===== config.mk =====
export PLATFORM = sky130hd
export DESIGN_NAME = midi_event_to_note_tracker
export DESIGN_NICKNAME = d
export VERILOG_FILES = /design/src/mnt_pkg.sv /design/src/mnt_slot_ram.sv /design/src/midi_event_to_note_tracker.sv
export SDC_FILE = /design/constraint.sdc
export NUM_CORES = 2
export LEC_CHECK = 0
export ABC_AREA = 0
export BUFFER_PORTS_ARGS = -buffer_cell sky130_fd_sc_hd__buf_4
export CORE_ASPECT_RATIO = 1.5
export CORE_UTILIZATION = 45
export CTS_BUF_LIST = sky130_fd_sc_hd__clkbuf_16
export DETAILED_ROUTE_END_ITERATION = 8
export PLACE_DENSITY_LB_ADDON = 0.1
export SLEW_MARGIN = 20
export SYNTH_ARGS = -nofsm -noshare
export SYNTH_HDL_FRONTEND = slang
export SYNTH_MEMORY_MAX_BITS = 65536
export SYNTH_SLANG_ARGS = --single-unit

===== constraint.sdc =====
create_clock -name clk -period 10.45 [get_ports clk]
set_clock_uncertainty 0.2 [all_clocks]
set_input_delay 0 -clock clk [delete_from_list [all_inputs] [get_ports clk]]
set_output_delay 0 -clock clk [all_outputs]
set_load 0.02 [all_outputs]

===== src/mnt_pkg.sv =====
// ----------------------------------------------------------------------------
// mnt_pkg
// shared types and constants for the midi note tracker
// ----------------------------------------------------------------------------
`default_nettype none

package mnt_pkg;

  localparam int unsigned TICK_W   = 32;
  localparam int unsigned DELTA_W  = 28;
  localparam int unsigned PITCH_W  = 7;
  localparam int unsigned VOL_W    = 7;

  localparam logic [TICK_W-1:0] TICK_MAX = {TICK_W{1'b1}};

  typedef enum logic [1:0] {
    CMD_NOTE_ON  = 2'd0,
    CMD_NOTE_OFF = 2'd1,
    CMD_DAMPER   = 2'd2,
    CMD_OTHER    = 2'd3
  } cmd_t;

  typedef enum logic [1:0] {
    KIND_NOTE        = 2'd0,
    KIND_DAMPER_SPAN = 2'd1,
    KIND_OFF_NO_ON   = 2'd2,
    KIND_UP_NO_DOWN  = 2'd3
  } kind_t;

  typedef struct packed {
    logic [VOL_W-1:0]  volume;
    logic [TICK_W-1:0] start;
  } slot_data_t;

endpackage

`default_nettype wire


===== src/mnt_slot_ram.sv =====
// ----------------------------------------------------------------------------
// mnt_slot_ram
// per-pitch slot store, one write and one registered read per cycle,
// write data forwarded when both ports hit the same entry
// ----------------------------------------------------------------------------
`default_nettype none

module mnt_slot_ram
  import mnt_pkg::*;
#(
  parameter int unsigned DEPTH = 128,
  parameter int unsigned IDX_W = 7
) (
  input  wire logic             clk,
  input  wire logic             we,
  input  wire logic [IDX_W-1:0] waddr,
  input  wire slot_data_t       wdata,
  input  wire logic             re,
  input  wire logic [IDX_W-1:0] raddr,
  output slot_data_t            rdata
);

  slot_data_t mem [DEPTH];

  always_ff @(posedge clk) begin
    if (we) begin
      mem[waddr] <= wdata;
    end
  end

  always_ff @(posedge clk) begin
    if (re) begin
      if (we && (waddr == raddr)) begin
        rdata <= wdata;
      end else begin
        rdata <= mem[raddr];
      end
    end
  end

endmodule

`default_nettype wire


===== src/midi_event_to_note_tracker.sv =====
// ----------------------------------------------------------------------------
// midi_event_to_note_tracker
// pairs note-on/note-off and damper down/up events into timed spans
// ----------------------------------------------------------------------------
// Takes one event per clock cycle. The running tick count (saturating at
// 2^32-1) is advanced as an event is taken; the event then passes through a
// slot read-modify-write stage, where the start tick and volume for its
// pitch live in a memory with a registered read and valid bits in
// flip-flops. Any result is written to the output register as the event
// leaves the stage. An event that follows a note-on of the same pitch in
// the next cycle sees the new slot through write forwarding. Reset clears
// the valid bits at once, so no clearing pass is needed. The input stalls
// only while a result is held in the stage and the output register is full
// and stalled.
// ----------------------------------------------------------------------------
`default_nettype none

module midi_event_to_note_tracker
  import mnt_pkg::*;
#(
  parameter int unsigned PITCH_SLOTS = 128
) (
  input  wire logic               clk,
  input  wire logic               rst,
  input  wire logic               in_valid,
  output logic                    in_stall,
  input  wire logic [1:0]         cmd,
  input  wire logic [DELTA_W-1:0] delta_ticks,
  input  wire logic [PITCH_W-1:0] pitch_or_pedal,
  input  wire logic [VOL_W-1:0]   velocity,
  output logic                    out_valid,
  input  wire logic               out_stall,
  output logic [1:0]              kind,
  output logic [PITCH_W-1:0]      note_pitch,
  output logic [VOL_W-1:0]        note_volume,
  output logic [TICK_W-1:0]       start_tick,
  output logic [TICK_W-1:0]       stop_tick
);

  localparam int unsigned IDX_W = (PITCH_SLOTS > 1) ? $clog2(PITCH_SLOTS) : 1;
  localparam int unsigned CMP_W = PITCH_W + 2;

  // tick count
  logic [TICK_W-1:0] tick_count;
  logic [TICK_W:0]   tick_sum;
  logic [TICK_W-1:0] tick_next;

  // slot stage
  logic              s1_valid;
  cmd_t              s1_cmd;
  logic [PITCH_W-1:0] s1_pitch;
  logic [IDX_W-1:0]  s1_idx;
  logic              s1_in_range;
  logic              s1_pedal_down;
  logic [VOL_W-1:0]  s1_vel;
  logic [TICK_W-1:0] s1_now;
  logic              s1_has_result;
  logic              s1_hold;
  logic              s1_fire;

  logic [PITCH_SLOTS-1:0] slot_valid;
  logic                   damper_held;
  logic [TICK_W-1:0]      damper_start;

  logic             accept;
  logic [IDX_W-1:0] in_idx;
  logic             in_range;

  logic             ram_we;
  slot_data_t       ram_wdata;
  slot_data_t       ram_rdata;
  logic             slot_hit;

  kind_t             res_kind;
  logic [PITCH_W-1:0] res_pitch;
  logic [VOL_W-1:0]  res_volume;
  logic [TICK_W-1:0] res_start;

  assign tick_sum  = {1'b0, tick_count} + {{(TICK_W + 1 - DELTA_W){1'b0}}, delta_ticks};
  assign tick_next = tick_sum[TICK_W] ? TICK_MAX : tick_sum[TICK_W-1:0];

  assign in_idx   = IDX_W'(pitch_or_pedal);
  assign in_range = {2'b00, pitch_or_pedal} < CMP_W'(PITCH_SLOTS);

  assign s1_has_result = (s1_cmd == CMD_NOTE_OFF) ||
                         ((s1_cmd == CMD_DAMPER) && !s1_pedal_down);
  assign s1_hold  = s1_valid && s1_has_result && out_valid && out_stall;
  assign s1_fire  = s1_valid && !s1_hold;
  assign in_stall = s1_hold;
  assign accept   = in_valid && !in_stall;

  assign ram_we    = s1_fire && (s1_cmd == CMD_NOTE_ON) && s1_in_range;
  assign ram_wdata = '{volume: s1_vel, start: s1_now};
  assign slot_hit  = s1_in_range && slot_valid[s1_idx];

  mnt_slot_ram #(
    .DEPTH (PITCH_SLOTS),
    .IDX_W (IDX_W)
  ) u_slot_ram (
    .clk   (clk),
    .we    (ram_we),
    .waddr (s1_idx),
    .wdata (ram_wdata),
    .re    (accept),
    .raddr (in_idx),
    .rdata (ram_rdata)
  );

  always_comb begin
    res_kind   = KIND_OFF_NO_ON;
    res_pitch  = '0;
    res_volume = '0;
    res_start  = '0;
    case (s1_cmd)
      CMD_NOTE_OFF: begin
        if (slot_hit) begin
          res_kind   = KIND_NOTE;
          res_pitch  = s1_pitch;
          res_volume = ram_rdata.volume;
          res_start  = ram_rdata.start;
        end
      end
      CMD_DAMPER: begin
        if (damper_held) begin
          res_kind  = KIND_DAMPER_SPAN;
          res_start = damper_start;
        end else begin
          res_kind = KIND_UP_NO_DOWN;
        end
      end
      default: begin
        res_kind = KIND_OFF_NO_ON;
      end
    endcase
  end

  always_ff @(posedge clk) begin
    if (rst) begin
      tick_count   <= '0;
      s1_valid     <= 1'b0;
      slot_valid   <= '0;
      damper_held  <= 1'b0;
      damper_start <= '0;
      out_valid    <= 1'b0;
    end else begin
      if (accept) begin
        tick_count <= tick_next;
      end

      if (accept) begin
        s1_valid <= 1'b1;
      end else if (s1_fire) begin
        s1_valid <= 1'b0;
      end

      if (s1_fire && s1_in_range) begin
        if (s1_cmd == CMD_NOTE_ON) begin
          slot_valid[s1_idx] <= 1'b1;
        end else if (s1_cmd == CMD_NOTE_OFF) begin
          slot_valid[s1_idx] <= 1'b0;
        end
      end

      if (s1_fire && (s1_cmd == CMD_DAMPER)) begin
        if (s1_pedal_down) begin
          damper_held  <= 1'b1;
          damper_start <= s1_now;
        end else begin
          damper_held <= 1'b0;
        end
      end

      if (s1_fire && s1_has_result) begin
        out_valid <= 1'b1;
      end else if (!out_stall) begin
        out_valid <= 1'b0;
      end
    end
  end

  // payload registers
  always_ff @(posedge clk) begin
    if (accept) begin
      s1_cmd        <= cmd_t'(cmd);
      s1_pitch      <= pitch_or_pedal;
      s1_idx        <= in_idx;
      s1_in_range   <= in_range;
      s1_pedal_down <= (pitch_or_pedal != '0);
      s1_vel        <= velocity;
      s1_now        <= tick_next;
    end
    if (s1_fire && s1_has_result) begin
      kind        <= res_kind;
      note_pitch  <= res_pitch;
      note_volume <= res_volume;
      start_tick  <= res_start;
      stop_tick   <= s1_now;
    end
  end

endmodule

`default_nettype wire


==> results.txt <==
First-pass GRT wire length: 929 mm
Die area: 461000 um^2
GRT Resource Usage Total: 0.297
Actual slew at the worst max-slew pin: 1330 ps
Flops & latches, synth: 5355
Root buffer cell: clkbuf_16
Post-synthesis cell area: 206000 um^2
Largest family of logic cells by synthesized area: multiplexers
Pre-CTS setup slack: 4630 ps
CP Launch Type: input pin
Skew-Pair Late Insertion Delay: 1100 ps
Unrepaired setup endpoints after global routing: no
HP Class: input pin to register
Largest buffer count on any clock path: 4
Final WS setup: 5180 ps
Setup TNS: 0 ps
Port Buffers: 129
Post-DP Area: 216000 um^2
Final setup violation count: 0
Initial DRC count: 14200
Pleak: 75.6 nW
Pwr Total: 46.1 mW
Worst-path clk slew: 60 ps
Detailed-route DRC error count: 0
Post-synthesis compound-gate area fraction: 0.0346
Netlist cell types: 74
Num rows: 304
Syn nets: 9973
Worst EP arrival: 5830 ps
Post-synth top area cell: edfxtp_1
IO Count: 130
Data required time at the worst endpoint: 11020 ps
Post-synthesis mux area share: 0.156
Synth top area share: 0.751
Num CTS Buffers: 522
Vias in the first global route: 109000
CTS tree: built
Peak VDD IR: 0.171 mV
Mean Syn Cell Area: 20.9 um^2
Fin area: 234000 um^2
Cell total after placement: 16000
Post-Syn Instances: 9892
Number of flops mapped to enable cells by yosys: 5160
Hold Vio Cnt, Final: 0
Die width: 555 um
Outcome: finished clean
Largest net degree at the start of global routing: 132
Register area share after synthesis: 0.770
CP max FO: 42
Area growth, synth to finish: 13.5%
Nets: 10600
CTS resizes: 0
Initial antenna violation count: 73
Synth Flop Type: edfxtp_1
Fmax: 190 MHz
Synth Warn #: 0
Tcrit/Tclk final: 0.504
Post-synthesis xor/xnor area fraction: 0.00136
TritonCTS sink count: 5355
Post-synth top cells: edfxtp_1 (5160), mux4_2 (1211), nand2_1 (481)
Largest cells by area after synthesis: edfxtp_1 (75%), mux4_2 (13%), mux2i_1 (2.2%)
Max-cap violations: 0
WL/cell: 40.2 um
Total global routing overflow: 0
Critical path type: input pin to register
Final hold slack: 71.5 ps
Slew Limit Fails: 0
DR vias: 109000
Post-Synth Adder-Cell Area: 0.00204
Vias per inst: 6.35
Fin util: 0.513
Post-CTS Repair Setup Buffers: 0
Detail Route Antenna Nets: 0
WL final: 689 mm
Level count of the clock H-tree: 6
Starting Density: 0.452
Post-Layout Cell Count: 17200
Post-DP HPWL: 389 mm
Tmin final: 5270 ps
Die Y: 831 um
RePlAce Congestion: 0.946
Power Dens Cells: 197 nW/um^2
Most common cell in the netlist: edfxtp_1
Core area: 457000 um^2
Worst setup EP type: register
Fraction of registers with async set/reset: 0
Max-slew headroom: 0.117
DRT Pass-1 Iters: 6
Layout cells sized above 1: 0.251
Post-synthesis simple-gate area fraction: 0.0203
area by class of cell:
type / count / area, um^2
tap: 6120 / 7660
clock buffer: 532 / 13300
clock inverter: 402 / 2820
inverter: 142 / 622
fill: 36100 / 223000
multi-input combinational: 3826 / 44700
sequential: 5355 / 159000
antenna: 83 / 208
timing repair buffer: 690 / 5960
critical path, stage by stage:
cell,delay (ps)
dlygate4sd3_1,610
buf_16,390
buf_4,580
buf_4,690
buf_4,780
mux4_2,620
mux4_2,540
nor2_1,110
nor2_1,60
a21oi_1,370
nor2_1,80
nor3_1,690
nor3_1,100
cell families (layout without fill, tap and decap cells):
kind of cell,count (synthesis),count (layout)
compound gates,1079,1079
buf+inv,711,1766
fa+ha+maj,33,33
mux,1706,1706
other cells,0,83
simple gates,976,976
flops,5355,5355
xor+xnor,32,32
flip-flops by register name, indices dropped and copies added, names as in the netlist, 2 cells and up, named ones only:
| signal | cells |
|---|---|
| u_slot_ram.mem | 4992 |
| u_slot_ram.rdata | 39 |
| damper_start | 32 |
| s1_now | 32 |
| start_tick | 32 |
| stop_tick | 32 |
| tick_count | 32 |
| note_pitch | 7 |
| note_volume | 7 |
| s1_idx | 7 |
| s1_vel | 7 |
| kind | 2 |
| s1_cmd | 2 |
cells in the final DEF, fill, tap and decap left out, drive strengths merged, types with 96 or more instances in the layout:
cell type / n
a21oi: 295
buf: 562
clkbuf: 533
clkinv: 255
dfxtp: 195
dlygate4sd3: 127
edfxtp: 5160
inv: 252
mux2i: 462
mux4: 1211
nand2: 481
nor2: 216
nor3: 111
o21ai: 213
o221ai: 96
o22ai: 106
routing by layer:
layer / track usage / share of wire
met5: 0 / 0.000096
met2: 0.489 / 0.49
met1: 0.379 / 0.37
met4: 0.159 / 0.062
met3: 0.0497 / 0.080
final timing paths:
path	slack, ps	depth (start not counted)	to	from
max reg2reg	5190	14	tick_count[28]$_SDFFE_PP0P_	s1_cmd[0]$_DFFE_PP_
min	70	4	u_slot_ram.rdata[1]$_DFFE_PP_	pitch_or_pedal[5]
max	5180	13	u_slot_ram.rdata[3]$_DFFE_PP_	pitch_or_pedal[0]
min reg2reg	250	2	damper_start[16]$_SDFFE_PP0P_	damper_start[16]$_SDFFE_PP0P_
where the power goes:
part	total [mW]	switching [mW]	internal [mW]
Clock	18.2	8.20	9.99
Sequential	24.4	0.0783	24.3
Combinational	3.56	2.64	0.922
what timing repair did:
item / in CTS / in global routing
endpoints found under the setup margin: 0 / 0
endpoints found under the hold margin: 282 / 0
hold buffers: 128 / 0
No activity file was read; power rests on OpenSTA's default activity.
